`src/design/sire_pkg.sv`:
```
`default_nettype none
package sire_pkg;

    localparam int unsigned RADIX_W   = 5;
    localparam int unsigned DIGIT_W   = 4;
    localparam int unsigned NUM_W     = 32;
    localparam int unsigned SYM_W     = 8;
    localparam int unsigned ALPHA_W   = 128;
    localparam int unsigned NUM_SYMS  = 16;
    localparam int unsigned MAX_DIGITS = 32;
    localparam logic [RADIX_W-1:0] MAX_RADIX = 5'd16;

    localparam logic [1:0] REG_RADIX      = 2'd0;
    localparam logic [1:0] REG_ALPHA_LOW  = 2'd1;
    localparam logic [1:0] REG_ALPHA_HIGH = 2'd2;

    localparam logic [SYM_W-1:0] CH_MINUS   = 8'h2D;
    localparam logic [SYM_W-1:0] CH_PERCENT = 8'h25;
    localparam logic [SYM_W-1:0] CH_EQUAL   = 8'h3D;
    localparam logic [SYM_W-1:0] CH_STAR    = 8'h2A;
    localparam logic [SYM_W-1:0] CH_SLASH   = 8'h2F;
    localparam logic [SYM_W-1:0] CH_BANG    = 8'h21;
    localparam logic [SYM_W-1:0] CH_TILDE   = 8'h7E;

    typedef struct packed {
        logic push;
        logic pop;
    } t_stk_ctl;

    typedef struct packed {
        logic                done;
        logic                q_zero;
        logic [DIGIT_W-1:0]  digit;
    } t_div_st;

    typedef struct packed {
        logic done;
        logic bad;
    } t_val_st;

    function automatic logic [SYM_W-1:0] sym_at(input logic [ALPHA_W-1:0] alpha,
                                                input logic [DIGIT_W-1:0] k);
        sym_at = alpha[k*SYM_W +: SYM_W];
    endfunction

    function automatic logic sym_bad(input logic [SYM_W-1:0] c);
        logic ok;
        ok = (c inside {[CH_BANG:CH_TILDE]}) &&
             !(c inside {CH_PERCENT, CH_EQUAL, [CH_STAR:CH_SLASH]});
        sym_bad = !ok;
    endfunction

endpackage
`default_nettype wire

```
`src/design/sire_valid.sv`:
```
`default_nettype none
module sire_valid
    import sire_pkg::*;
(
    input  wire logic                 i_clk,
    input  wire logic                 i_rst_n,
    input  wire logic                 i_start,
    input  wire logic [RADIX_W-1:0]   i_radix,
    input  wire logic [ALPHA_W-1:0]   i_alpha,
    output t_val_st                   o_st
);

    logic               r_act;
    logic               r_done;
    logic               r_bad;
    logic [DIGIT_W-1:0] r_idx;

    logic [SYM_W-1:0]   cur;
    logic               dup;
    logic               is_last;

    // one symbol a cycle, compared against every symbol below it
    always_comb begin
        cur = sym_at(i_alpha, r_idx);
        dup = 1'b0;
        for (int j = 0; j < NUM_SYMS; j++) begin
            if (DIGIT_W'(j) < r_idx && sym_at(i_alpha, DIGIT_W'(j)) == cur) begin
                dup = 1'b1;
            end
        end
        is_last = ({1'b0, r_idx} == i_radix - RADIX_W'(1));
    end

    always_ff @(posedge i_clk) begin
        if (!i_rst_n) begin
            r_act  <= 1'b0;
            r_done <= 1'b0;
            r_bad  <= 1'b0;
            r_idx  <= '0;
        end else begin
            r_done <= 1'b0;
            if (i_start) begin
                r_idx <= '0;
                r_bad <= (i_radix < RADIX_W'(2));
                if (i_radix < RADIX_W'(2)) begin
                    r_done <= 1'b1;
                end else begin
                    r_act <= 1'b1;
                end
            end else if (r_act) begin
                r_bad <= r_bad | sym_bad(cur) | dup;
                r_idx <= r_idx + DIGIT_W'(1);
                if (is_last) begin
                    r_act  <= 1'b0;
                    r_done <= 1'b1;
                end
            end
        end
    end

    assign o_st = {r_done, r_bad};

endmodule
`default_nettype wire

```
`src/design/sire_div.sv`:
```
`default_nettype none
module sire_div
    import sire_pkg::*;
(
    input  wire logic                 i_clk,
    input  wire logic                 i_rst_n,
    input  wire logic                 i_load,
    input  wire logic [NUM_W-1:0]     i_value,
    input  wire logic                 i_run,
    input  wire logic [RADIX_W-1:0]   i_radix,
    output t_div_st                   o_st
);

    localparam logic [RADIX_W-1:0] LAST_BIT = RADIX_W'(NUM_W - 1);

    logic               r_act;
    logic               r_done;
    logic [RADIX_W-1:0] r_cnt;
    logic [NUM_W-1:0]   r_dvd;
    logic [DIGIT_W-1:0] r_rem;

    logic [RADIX_W-1:0] trial;
    logic [RADIX_W-1:0] diff;
    logic               ge;

    // restoring division, one dividend bit a cycle; quotient shifts back into r_dvd
    always_comb begin
        trial = {r_rem, r_dvd[NUM_W-1]};
        ge    = (trial >= i_radix);
        diff  = trial - i_radix;
    end

    always_ff @(posedge i_clk) begin
        if (!i_rst_n) begin
            r_act  <= 1'b0;
            r_done <= 1'b0;
            r_cnt  <= '0;
        end else begin
            r_done <= r_act && (r_cnt == LAST_BIT);
            if (i_run) begin
                r_act <= 1'b1;
                r_cnt <= '0;
            end else if (r_act) begin
                r_cnt <= r_cnt + RADIX_W'(1);
                if (r_cnt == LAST_BIT) begin
                    r_act <= 1'b0;
                end
            end
        end
    end

    always_ff @(posedge i_clk) begin
        if (i_load) begin
            r_dvd <= i_value;
        end else if (i_run) begin
            r_rem <= '0;
        end else if (r_act) begin
            r_dvd <= {r_dvd[NUM_W-2:0], ge};
            r_rem <= ge ? diff[DIGIT_W-1:0] : trial[DIGIT_W-1:0];
        end
    end

    assign o_st = {r_done, (r_dvd == '0), r_rem};

endmodule
`default_nettype wire

```
`src/design/sire_stack.sv`:
```
`default_nettype none
module sire_stack
    import sire_pkg::*;
(
    input  wire logic                 i_clk,
    input  wire t_stk_ctl             i_ctl,
    input  wire logic [DIGIT_W-1:0]   i_digit,
    output logic [DIGIT_W-1:0]        o_top
);

    // digits arrive least significant first, so the top is the most significant
    logic [DIGIT_W-1:0] r_stk [MAX_DIGITS];

    always_ff @(posedge i_clk) begin
        if (i_ctl.push) begin
            r_stk[0] <= i_digit;
            for (int i = 1; i < MAX_DIGITS; i++) begin
                r_stk[i] <= r_stk[i-1];
            end
        end else if (i_ctl.pop) begin
            for (int i = 0; i < MAX_DIGITS - 1; i++) begin
                r_stk[i] <= r_stk[i+1];
            end
        end
    end

    assign o_top = r_stk[0];

endmodule
`default_nettype wire

```
`src/design/signed_integer_radix_digit_emitter.sv`:
```
`default_nettype none
// Converts a signed 32-bit number to its digits in a configured radix (2..16),
// most significant first, each digit shown as a byte of the configured alphabet;
// a negative number first gives '-', and the final symbol carries o_last. An
// invalid alphabet gives one result with o_base_invalid and o_last set and a zero
// symbol. Results come one per cycle with o_valid and cannot be held off, so the
// receiver must take every strobed cycle. A new start is accepted only while idle;
// the alphabet check visits one symbol a cycle, then each digit takes one pass of
// the bit-serial divider, one shift per dividend bit, and a handoff. A radix
// below two is flagged invalid without visiting the symbols. Write configuration
// only while o_busy is low.
module signed_integer_radix_digit_emitter
    import sire_pkg::*;
(
    input  wire logic                 i_clk,
    input  wire logic                 i_rst_n,
    input  wire logic                 i_cfg_we,
    input  wire logic [1:0]           i_cfg_idx,
    input  wire logic [63:0]          i_cfg_data,
    input  wire logic                 i_start,
    input  wire logic signed [NUM_W-1:0] i_number,
    output logic                      o_busy,
    output logic                      o_valid,
    output logic [SYM_W-1:0]          o_symbol,
    output logic                      o_last,
    output logic                      o_base_invalid
);

    localparam logic [1:0] ST_IDLE  = 2'd0;
    localparam logic [1:0] ST_CHECK = 2'd1;
    localparam logic [1:0] ST_DIV   = 2'd2;
    localparam logic [1:0] ST_EMIT  = 2'd3;

    logic [RADIX_W-1:0] r_radix;
    logic [63:0]        r_alpha_lo;
    logic [63:0]        r_alpha_hi;

    logic [1:0]         r_state;
    logic               r_sign_pend;
    logic [RADIX_W:0]   r_nd;

    logic               r_valid;
    logic [SYM_W-1:0]   r_symbol;
    logic               r_last;
    logic               r_inv;

    logic [RADIX_W-1:0] eff_radix;
    logic [ALPHA_W-1:0] alpha;
    logic               accept;
    logic [NUM_W-1:0]   mag;
    logic               div_run;
    t_val_st            val_st;
    t_div_st            div_st;
    t_stk_ctl           stk_ctl;
    logic [DIGIT_W-1:0] top_digit;

    assign eff_radix = (r_radix > MAX_RADIX) ? MAX_RADIX : r_radix;
    assign alpha     = {r_alpha_hi, r_alpha_lo};
    assign accept    = i_start && (r_state == ST_IDLE);
    assign mag       = i_number[NUM_W-1] ? (NUM_W'(0) - NUM_W'(i_number)) : NUM_W'(i_number);

    always_ff @(posedge i_clk) begin
        if (!i_rst_n) begin
            r_radix    <= '0;
            r_alpha_lo <= '0;
            r_alpha_hi <= '0;
        end else if (i_cfg_we) begin
            case (i_cfg_idx)
                REG_RADIX:      r_radix    <= i_cfg_data[RADIX_W-1:0];
                REG_ALPHA_LOW:  r_alpha_lo <= i_cfg_data;
                REG_ALPHA_HIGH: r_alpha_hi <= i_cfg_data;
                default: ;
            endcase
        end
    end

    always_comb begin
        div_run      = 1'b0;
        stk_ctl.push = 1'b0;
        stk_ctl.pop  = 1'b0;
        case (r_state)
            ST_CHECK: div_run = val_st.done && !val_st.bad;
            ST_DIV: begin
                stk_ctl.push = div_st.done;
                div_run      = div_st.done && !div_st.q_zero;
            end
            ST_EMIT: stk_ctl.pop = !r_sign_pend;
            default: ;
        endcase
    end

    sire_valid u_valid (
        .i_clk   (i_clk),
        .i_rst_n (i_rst_n),
        .i_start (accept),
        .i_radix (eff_radix),
        .i_alpha (alpha),
        .o_st    (val_st)
    );

    sire_div u_div (
        .i_clk   (i_clk),
        .i_rst_n (i_rst_n),
        .i_load  (accept),
        .i_value (mag),
        .i_run   (div_run),
        .i_radix (eff_radix),
        .o_st    (div_st)
    );

    sire_stack u_stack (
        .i_clk   (i_clk),
        .i_ctl   (stk_ctl),
        .i_digit (div_st.digit),
        .o_top   (top_digit)
    );

    always_ff @(posedge i_clk) begin
        if (!i_rst_n) begin
            r_state <= ST_IDLE;
            r_valid <= 1'b0;
            r_nd    <= '0;
        end else begin
            r_valid <= 1'b0;
            case (r_state)
                ST_IDLE: begin
                    if (i_start) begin
                        r_state <= ST_CHECK;
                        r_nd    <= '0;
                    end
                end
                ST_CHECK: begin
                    if (val_st.done) begin
                        if (val_st.bad) begin
                            r_valid <= 1'b1;
                            r_state <= ST_IDLE;
                        end else begin
                            r_state <= ST_DIV;
                        end
                    end
                end
                ST_DIV: begin
                    if (div_st.done) begin
                        r_nd <= r_nd + (RADIX_W+1)'(1);
                        if (div_st.q_zero) begin
                            r_state <= ST_EMIT;
                        end
                    end
                end
                ST_EMIT: begin
                    r_valid <= 1'b1;
                    if (!r_sign_pend) begin
                        r_nd <= r_nd - (RADIX_W+1)'(1);
                        if (r_nd == (RADIX_W+1)'(1)) begin
                            r_state <= ST_IDLE;
                        end
                    end
                end
                default: r_state <= ST_IDLE;
            endcase
        end
    end

    // result payload
    always_ff @(posedge i_clk) begin
        if (accept) begin
            r_sign_pend <= i_number[NUM_W-1];
        end
        case (r_state)
            ST_CHECK: begin
                r_symbol <= '0;
                r_last   <= 1'b1;
                r_inv    <= 1'b1;
            end
            ST_EMIT: begin
                r_inv <= 1'b0;
                if (r_sign_pend) begin
                    r_symbol    <= CH_MINUS;
                    r_last      <= 1'b0;
                    r_sign_pend <= 1'b0;
                end else begin
                    r_symbol <= sym_at(alpha, top_digit);
                    r_last   <= (r_nd == (RADIX_W+1)'(1));
                end
            end
            default: ;
        endcase
    end

    assign o_busy         = (r_state != ST_IDLE);
    assign o_valid        = r_valid;
    assign o_symbol       = r_symbol;
    assign o_last         = r_last;
    assign o_base_invalid = r_inv;

endmodule
`default_nettype wire
```
`config.mk`:
```
export PLATFORM = sky130hd
export DESIGN_NAME = signed_integer_radix_digit_emitter
export DESIGN_NICKNAME = d
export VERILOG_FILES = /design/src/design/sire_pkg.sv /design/src/design/sire_valid.sv /design/src/design/sire_div.sv /design/src/design/sire_stack.sv /design/src/design/signed_integer_radix_digit_emitter.sv
export SDC_FILE = /design/constraint.sdc
export NUM_CORES = 1
export LEC_CHECK = 0
export BUFFER_PORTS_ARGS = -buffer_cell sky130_fd_sc_hd__buf_2
export CAP_MARGIN = 20
export CELL_PAD_IN_SITES_DETAIL_PLACEMENT = 1
export CELL_PAD_IN_SITES_GLOBAL_PLACEMENT = 1
export CORE_ASPECT_RATIO = 0.9
export CORE_MARGIN = 2
export CORE_UTILIZATION = 45
export CTS_BUF_LIST = sky130_fd_sc_hd__clkbuf_16
export DETAILED_ROUTE_END_ITERATION = 6
export PLACE_DENSITY_LB_ADDON = 0.1
export SYNTH_ARGS = -nofsm -noshare
export SYNTH_HDL_FRONTEND = slang
export SYNTH_SLANG_ARGS = --single-unit
export TNS_END_PERCENT = 50
```
`constraint.sdc`:
```
create_clock -name i_clk -period 4.4 [get_ports i_clk]
set_input_delay 0.22 -clock i_clk [delete_from_list [all_inputs] [get_ports i_clk]]
set_output_delay 0.22 -clock i_clk [all_outputs]
set_load 0.01 [all_outputs]
```
# ---- Word-level counts from Yosys, hierarchy flattened
# Memories as Yosys holds them, arrays and structs flattened.
# Cells that the tools add are included.
dict set report word_totals {
  out_inout_bits 12
  ramBits 128
  ff_bits 203
  inputBits 102
  memories 1
  elab_cells 266
}
dict set report classes {
  eq_ne 34
  shifts 2
  addsub 7
  reduce_logical 47
  n_bitwise 35
  magnitude_cmp 23
  mux 98
}
# name depth width rd rd_ports_with_merged_regs write_ports line
set memory_table {}
lappend memory_table {u_stack.r_stk 32 4 32 0 32 sire_stack.sv:12} ;# logic [DIGIT_W-1:0] r_stk [MAX_DIGITS];
# cell n
set op_table {}
lappend op_table {{$shiftx A128 B8 Y8} 2}
lappend op_table {{$mux W4} 33}
lappend op_table {{$eq A8 B8 Y1} 16}
lappend op_table {{$mux W32} 4}
lappend op_table {{$mux W1} 42}
lappend op_table {{$or A1 B1 Y1} 33}
lappend op_table {{$logic_not A32 Y1} 1}
lappend op_table {{$lt A4 B4 Y1 const A} 8}
lappend op_table {{$sub A1 B32 Y32 const A} 1}
lappend op_table {{$logic_and A1 B1 Y1} 23}
lappend op_table {{$mux W6} 3}
lappend op_table {{$pmux W6 S3} 1}
lappend op_table {{$eq A8 B6 Y1 const B} 2}
lappend op_table {{$ge A8 B6 Y1 const B} 2}
lappend op_table {{$lt A3 B4 Y1 const A} 4}
lappend op_table {{$pmux W8 S2} 1}
lappend op_table {{$mux W2} 7}
lappend op_table {{$ne A2 B2 Y1 const B} 6}
lappend op_table {{$reduce_and A2 Y1} 5}
lappend op_table {{$reduce_bool A2 Y1} 5}
lappend op_table {{$le A8 B6 Y1 const B} 1}
lappend op_table {{$le A8 B7 Y1 const B} 1}
lappend op_table {{$lt A1 B4 Y1 const A} 2}
lappend op_table {{$lt A2 B4 Y1 const A} 2}
lappend op_table {{other kinds (26)} 41}

# ---- Longest topological paths before layout
# Gate-level depths: netlist (run 1).
dict set report depth {
  word_depth 22
  depth_mapped 15
  ltp_nobuf 12
}

# ---- Modules after synthesis
# A second synthesis (run 1) with hierarchy kept.
dict set report unflattened {
  hier_cells 1822
  area_unflattened_um2 19346.1
}
# mod cells_each seq_area_each_um2 area_per_inst_um2 instances
set modules_own_cells {}
lappend modules_own_cells {signed_integer_radix_digit_emitter 915 3163.0 7503.4 1}
lappend modules_own_cells {sire_stack 272 3843.7 5744.3 1}
lappend modules_own_cells {sire_valid 483 140.1 3995.1 1}
lappend modules_own_cells {sire_div 152 1221.2 2103.3 1}

# ---- Worst setup path after synthesis (run 1)
# No wires, ideal clock.
dict set report synth_timing {
  path_type {flip-flop to flip-flop}
  start {reg r_state[0]}
  end {mem u_stack.r_stk[0][0], enable pin}
  synth_period_minus_slack_ns 4.745
  required_time_ns 3.307
  stages_incl_launch_ff 8
  t_arrival_ns 3.653
  slack_ns -0.345
  setup_time_ns 1.093
  n_path_buf 3
  cell_sequence {dfxtp_1 -> inv_1 -> ha_1 -> clkbuf_1 -> nand2_1 -> clkbuf_1 -> clkbuf_1 -> nand2_1}
}
# element line
set synth_lines {}
lappend synth_lines {{from (decl)} signed_integer_radix_digit_emitter.sv:38} ;# logic [1:0] r_state;
lappend synth_lines {{from (signal assigned)} signed_integer_radix_digit_emitter.sv:120} ;# r_state <= ST_IDLE;
lappend synth_lines {{from (signal assigned)} signed_integer_radix_digit_emitter.sv:128} ;# r_state <= ST_CHECK;
lappend synth_lines {{from (signal assigned)} signed_integer_radix_digit_emitter.sv:136} ;# r_state <= ST_IDLE;
lappend synth_lines {{to (decl)} sire_stack.sv:12}

# ---- Final worst setup path (run 1)
dict set report layout_timing {
  start {reg u_valid.r_idx[1]}
  end {reg u_valid.r_bad}
}
dict set report layout_via {
  elab_chain_len 22
  elab_cells_between_ends 81
  classes_between {order compare (20); eq/ne (18); shift (1); mux (18); bitwise (2); reduce/logical (22)}
}
# element line
set layout_rtl {}
lappend layout_rtl {{from (decl)} sire_valid.sv:16} ;# logic [DIGIT_W-1:0] r_idx;
lappend layout_rtl {{from (signal assigned)} sire_valid.sv:52} ;# r_idx <= r_idx + DIGIT_W'(1);
lappend layout_rtl {{$shiftx A128 B8 Y8} sire_pkg.sv:43} ;# sym_at = alpha[k*SYM_W +: SYM_W];
lappend layout_rtl {{$eq A8 B8 Y1} sire_valid.sv:27} ;# if (DIGIT_W'(j) < r_idx && sym_at(i_alpha, DIGIT_W'(j)) == cur) begin
lappend layout_rtl {{$logic_and A1 B1 Y1} sire_valid.sv:27}
lappend layout_rtl {{$mux W1 (16 in a row)} sire_valid.sv:27}
lappend layout_rtl {{$or A1 B1 Y1 (*)} sire_valid.sv:51} ;# r_bad <= r_bad | sym_bad(cur) | dup;
lappend layout_rtl {{$mux W1 (*)} sire_valid.sv:50} ;# end else if (r_act) begin
lappend layout_rtl {{$mux W1 (*)} sire_valid.sv:42} ;# if (i_start) begin
lappend layout_rtl {{to (signal assigned)} sire_valid.sv:44} ;# r_bad <= (i_radix < RADIX_W'(2));
lappend layout_rtl {{to (signal assigned)} sire_valid.sv:51}
lappend layout_rtl {{to (decl)} sire_valid.sv:15} ;# logic r_bad;
# Mark *: on every way between the ends. The rest lies on a longest branch, timed or not. The select of a mux whose other input is x is not followed.
# A chain may end at the register's enable or synchronous reset.

==> impl_metrics.json, run 1 <==
{
  "rows": 71,
  "final_core_util_pct": 52.2,
  "coreArea_um2": 41700,
  "track_usage_pct": 27.0,
  "tightestPinTransition_ns": 1.05,
  "ys_top_cells_by_area": "edfxtp_1 (28%), dfxtp_1 (17%), mux2_2 (8.1%), nand2_1 (6.7%), mux4_2 (6.7%)",
  "ir_worst_vdd_mv": 0.258,
  "dp_cells": 2346,
  "gp_congestion": 0.992,
  "grt_pass1_wl_um": 89300,
  "wl_per_cell_um": 23.5,
  "grt_pass1_vias": 14800,
  "yosysTopAreaCellShare_pct": 27.6,
  "drtIter0Drc": 929,
  "syn-num-nets": 1898,
  "rsz0062_at_grt": "false",
  "cts_tree": "done",
  "leakage_nw": 7.57,
  "root_buffer": "clkbuf_16",
  "setup_viol": 0,
  "cts.htree.levels": 2,
  "syn_area_per_cell_um2": 10.7,
  "synthAdderAreaFrac_pct": 1.43,
  "dp_hpwl_um": 42100,
  "slew_viol_final": 0,
  "ctsResizeCount": 0,
  "muxShareOfSynthArea_pct": 18.6,
  "antenna_found_initial": 1,
  "crit_fanout": 18,
  "hold_path.class": "input pin to flip-flop",
  "yosysMostFrequentCell": "nand2_1",
  "clk_pin_slew_ns": 0.07,
  "clock_latency_ns": 0.58,
  "arrival_ns": 4.69,
  "final_cells": 2478,
  "min_period_ns": 4.21,
  "die_y_um": 199,
  "cts_made_buffers": 37,
  "syn-cell-area_um2": 18900,
  "ant_nets": 0,
  "start_util_pct": 45.4,
  "clock.fmax_mhz": 237,
  "fin_nets": 2026,
  "timing.final.hold_violations": 0,
  "synth_xor_area_share_pct": 8.19,
  "first_pass_iters": 4,
  "syn-instance-count": 1775,
  "antenna_cells": 0,
  "ys_top_cells_by_count": "nand2_1 (338), edfxtp_1 (174), dfxtp_1 (157)",
  "ios": 114,
  "worstSetupPathType": "flip-flop to flip-flop",
  "synth_top_family_by_area": "multiplexers",
  "fp.dieW_um": 220,
  "worst_setup_path_end_kind": "flip-flop",
  "max_slew_margin_pct": 29.7,
  "die-area_um2": 43700,
  "timing.final.crit_share_pct": 95.8,
  "clock_skew_ns": 0.0257,
  "via_count": 14300,
  "ys_async_sr_fraction_pct": 0,
  "synth_top_cell_by_area": "edfxtp_1",
  "critPathLaunchType": "flip-flop",
  "yosysSeqAreaShare_pct": 44.2,
  "drcViolationCount": 0,
  "postCtsHoldBufs": 64,
  "synth_simple_gate_area_share_pct": 12.7,
  "netlist-cell-type-count": 84,
  "synthToLayoutAreaGrowth_pct": 14.9,
  "ys_seq_elements": 331,
  "cp.required_ns": 4.87,
  "grt_max_degree": 79,
  "post_cts_buffers": 0,
  "drive_gt1_share_pct": 22.1,
  "ys.flop_type": "edfxtp_1",
  "io_buffer_count": 113,
  "synth-edff-count": 174,
  "clockBufferDepth": 3,
  "drt-total-wl_um": 58200,
  "ys_warn_count": 0,
  "gr-total-overflow": 0,
  "viasPerCell": 5.75,
  "tns_ns": 0,
  "cts_num_sinks": 331,
  "status": "finished, final reports clean",
  "synth_compound_area_share_pct": 11.4,
  "cap_violations": 0,
  "power.density_nw_per_um2": 360
}
-- sequential cells by signal (all words and copies together), names as in the netlist, 4 cells and up, named ones only --
signal / count
o_symbol: 8
r_alpha_hi: 64
r_alpha_lo: 64
r_nd: 6
r_radix: 5
u_div.r_cnt: 5
u_div.r_dvd: 32
u_div.r_rem: 4
u_stack.r_stk: 128
u_valid.r_idx: 4
-- placed cells by master (no fill, tap or decap), types with 7 or more instances in the layout --
cell type,count
a211oi_1,7
a21boi_0,131
a21oi_1,14
a22oi_1,9
and2_1,10
buf_2,112
buf_4,34
clkbuf_16,37
clkinv_1,9
clkinv_2,8
dfxtp_1,155
dlygate4sd3_1,64
edfxtp_1,174
ha_1,20
inv_1,32
mux2_2,136
mux2i_1,57
mux4_2,56
nand2_1,335
nand2b_1,10
nand3_1,18
nand4_1,7
nor2_1,50
nor2b_1,20
nor3_1,13
nor4_1,22
o21ai_0,62
o31ai_1,9
or3_1,14
xnor2_1,64
xor2_1,113
-- worst max-delay path, cell delays in order (launching register included) --
cell	delay [ns]
dfxtp_2	0.51
buf_4	0.35
and2_1	0.42
a22oi_1	0.18
and3_1	0.28
or2_1	0.47
xor2_1	0.25
or4_1	0.56
nor4_1	0.48
a211oi_1	0.09
and4bb_1	0.28
o31ai_2	0.22
-- stage by stage --
| step | instance area [µm²] | total power, mW | hold slack, ns | worst slack [ns] |
|---|---|---|---|---|
| final | 21800 | 7.82 | 0.0496 | 0.186 |
| after global routing | 21800 | 8.17 | 0.0570 | 0.147 |
| after CTS | 21700 | 7.90 | 0.0237 | 0.280 |
| after detailed placement | 19900 | 4.81 | 0.434 | 0.337 |
| after global placement | 19900 | 4.77 | 0.434 | 0.502 |
| after floorplan | 18900 | 4.38 | 0.365 | 0.358 |
-- final timing paths --
| path | from | end | slack (ns) | depth (start not counted) |
|---|---|---|---|---|
| max reg2reg | u_valid.r_idx[1]$_SDFFE_PP0P_ | u_valid.r_bad$_SDFFE_PN0P_ | 0.19 | 11 |
| min | i_number[29] | u_div.r_dvd[29]$_DFFE_PP_ | 0.05 | 3 |
| min reg2reg | u_stack.r_stk[1][58]$_DFFE_PP_ | u_stack.r_stk[1][62]$_DFFE_PP_ | 0.45 | 0 |
| max | u_valid.r_idx[1]$_SDFFE_PP0P_ | u_valid.r_bad$_SDFFE_PN0P_ | 0.19 | 11 |
-- cell type report --
type	instances	area, µm²
clock buffers	37	926
clock inverters	30	246
fillers	4500	19900
inverters	29	109
multi-input cells	1292	9930
flip-flops and latches	331	8370
well taps	547	684
repair buffers	212	1500
-- power breakdown --
group / internal [mW] / switching, mW
combinational: 0.444 / 0.679
clock: 1.68 / 1.34
sequential: 3.50 / 0.185
-- kinds of logic (layout without fill, tap and decap cells) --
kind of cell,Yosys count,in the layout
AO/OA/AOI/OAI,302,302
XOR/XNOR,177,177
adder cells (fa/ha/maj),21,21
buffers and inverters,152,308
flip-flops,331,331
multiplexers,256,256
AND/OR/NAND/NOR,536,536
-- per-layer routing --
metal | track usage, % | part of all wire, % | wire (µm)
met1 | 34.3 | 43 | 24800
met2 | 45.8 | 49 | 28600
met3 | 4.24 | 4.2 | 2460
met4 | 10.9 | 3.8 | 2220
met5 | 0 | 0.022 | 13
No activity file was read; power rests on OpenSTA's default activity.
==> inputs of run 2 (changes only) <==
--- a/config.mk
+++ b/config.mk
@@ -15,6 +15,7 @@
 export CTS_BUF_LIST = sky130_fd_sc_hd__clkbuf_16
 export DETAILED_ROUTE_END_ITERATION = 6
 export PLACE_DENSITY_LB_ADDON = 0.1
+export RECOVER_POWER = 25
 export SYNTH_ARGS = -nofsm -noshare
 export SYNTH_HDL_FRONTEND = slang
 export SYNTH_SLANG_ARGS = --single-unit
==> run 2 against run 1 <==
- highest routed layer unchanged
- global-route usage unchanged
- critical path depth stayed put
- setup slack improved by 0.015 ns
- the run now ends with capacitance limit, slew limit left
- combinational power barely moved
- first-iteration DRC count down 0.65%
- final area is 0.14% lower
- clock-buffer cell count unchanged
==> impl_metrics.json, run 2 (synthesis gave the netlist of run 1 again) <==
{
  "coreArea_um2": 41700,
  "tns_ns": 0,
  "fp.dieW_um": 220,
  "largest_reg_flops": 128,
  "cts.htree.levels": 2,
  "final_core_util_pct": 52.2,
  "first_pass_iters": 5,
  "via_count": 14200,
  "hold_path.class": "input pin to flip-flop",
  "setup_viol": 0,
  "worstSetupPathType": "flip-flop to flip-flop",
  "met2_usage_pct": 45.8,
  "stdcell_area_um2": 21700,
  "placed_area_um2": 19900,
  "regMostFlops": "u_stack.r_stk",
  "cts_num_sinks": 331,
  "fin_nets": 2026,
  "worstReg2RegStart": "u_valid.r_idx[1]$_SDFFE_PP0P_",
  "track_usage_pct": 27.0,
  "r2r_end": "u_valid.r_bad$_SDFFE_PN0P_",
  "violations": "capacitance limit, slew limit",
  "max_slew_margin_pct": -125,
  "antenna_cells": 0,
  "use_met3_pct": 4.24,
  "wl_per_cell_um": 23.4,
  "die-area_um2": 43700,
  "layout_common_cells": "nand2_1 (335), edfxtp_1 (174), dfxtp_1 (155), mux2_2 (136), a21boi_0 (131)",
  "status": "complete, but fails checks",
  "clock_skew_ns": 0.0270,
  "timing.final.crit_share_pct": 95.4,
  "timing.final.hold_violations": 0,
  "drcViolationCount": 0,
  "drive_gt1_share_pct": 21.2,
  "power.density_nw_per_um2": 360,
  "critPathLaunchType": "flip-flop",
  "slew_viol_final": 203,
  "clk_pin_slew_ns": 0.07,
  "r2r_setup_slack_ns": 0.20,
  "leakage_nw": 7.52,
  "gr-total-overflow": 0,
  "start_util_pct": 45.4,
  "met1_usage_pct": 34.3,
  "cp.required_ns": 4.87,
  "cap_violations": 3,
  "clock_latency_ns": 0.58,
  "drtIter0Drc": 923,
  "final.fill_count": 4505,
  "hold_end": "u_div.r_dvd[29]$_DFFE_PP_",
  "clockBufferDepth": 3,
  "viasPerCell": 5.73,
  "cts_made_buffers": 37,
  "top_regs": "u_stack.r_stk (128), r_alpha_hi (64), r_alpha_lo (64)",
  "tightestPinTransition_ns": 3.38,
  "grt_max_degree": 79,
  "ant_nets": 0,
  "final_common_cell": "nand2_1",
  "arrival_ns": 4.67,
  "grt_pass1_wl_um": 89300,
  "cts_tree": "done",
  "grt_most_used_layer": "met2",
  "synthToLayoutAreaGrowth_pct": 14.8,
  "root_buffer": "clkbuf_16",
  "hp-start": "i_number[29]",
  "die_y_um": 199,
  "antenna_found_initial": 1,
  "rows": 71,
  "rsz0062_at_grt": "false",
  "worst_setup_path_end_kind": "flip-flop",
  "crit_fanout": 18,
  "dp_hpwl_um": 42100,
  "ios": 114,
  "holdPathStages": 3,
  "min_period_ns": 4.20,
  "grt_pass1_vias": 14800,
  "io_buffer_count": 113,
  "ir_worst_vdd_mv": 0.259,
  "drt-total-wl_um": 58100,
  "r2r_cells": 11,
  "gp_congestion": 0.992,
  "ctsResizeCount": 0,
  "clock.fmax_mhz": 238
}
-- run 2: layer usage --
layer  vias up  routed length (µm)
met5         -                  13
met4         2                2180
met3       103                2360
met2       302               28700
met1      7159               24900
li1       6645                   -
-- run 2: metrics by stage --
stage / hold WS [ns] / setup WS, ns / total power [mW] / cells
after floorplan: 0.365 / 0.358 / 4.38 / 1775
after CTS: 0.0237 / 0.280 / 7.90 / 2477
after global routing: 0.0570 / 0.145 / 8.17 / 2478
final: 0.0496 / 0.201 / 7.82 / 2478
after global placement: 0.434 / 0.502 / 4.77 / 2346
after detailed placement: 0.434 / 0.337 / 4.81 / 2346
-- run 2: final cells by class --
type / instances / area (µm²) / area share [%]
inverter: 29 / 109 / 0.501
clock buffer: 37 / 926 / 4.26
tap: 547 / 684 / 3.15
clock inverter: 30 / 246 / 1.13
multi-input combinational: 1292 / 9930 / 45.7
timing repair buffer: 212 / 1470 / 6.75
sequential: 331 / 8370 / 38.5
-- run 2: repair_timing --
action,in CTS,in global routing
endpoints found under the hold margin,131,0
hold buffers,64,0
buffers inserted,0,0
endpoints found under the setup margin,0,0
-- run 2: how the worst max path moves through the flow --
stage | from | end | cells past startpoint
floorplan | r_state[0]$_SDFFE_PN0P_ | u_div.r_dvd[0]$_DFFE_PP_ | 8
global placement | u_valid.r_idx[1]$_SDFFE_PP0P_ | u_valid.r_bad$_SDFFE_PN0P_ | 11
detailed placement | u_valid.r_idx[1]$_SDFFE_PP0P_ | u_valid.r_bad$_SDFFE_PN0P_ | 11
CTS | u_valid.r_idx[1]$_SDFFE_PP0P_ | u_valid.r_bad$_SDFFE_PN0P_ | 11
global route | u_valid.r_idx[1]$_SDFFE_PP0P_ | u_valid.r_bad$_SDFFE_PN0P_ | 11
finish | u_valid.r_idx[1]$_SDFFE_PP0P_ | u_valid.r_bad$_SDFFE_PN0P_ | 11
-- run 2: where the power goes --
part / switching [mW] / internal (mW)
logic: 0.679 / 0.441
clock network: 1.34 / 1.68
registers: 0.187 / 3.50
-- run 2: critical path, stage by stage (launching register included) --
cell	delay, ns
dfxtp_2	0.52
buf_4	0.35
and2_1	0.42
a22oi_1	0.18
and3_1	0.27
or2_1	0.47
xor2_1	0.25
or4_1	0.56
nor4_1	0.48
a211oi_1	0.09
and4bb_1	0.27
o31ai_2	0.22
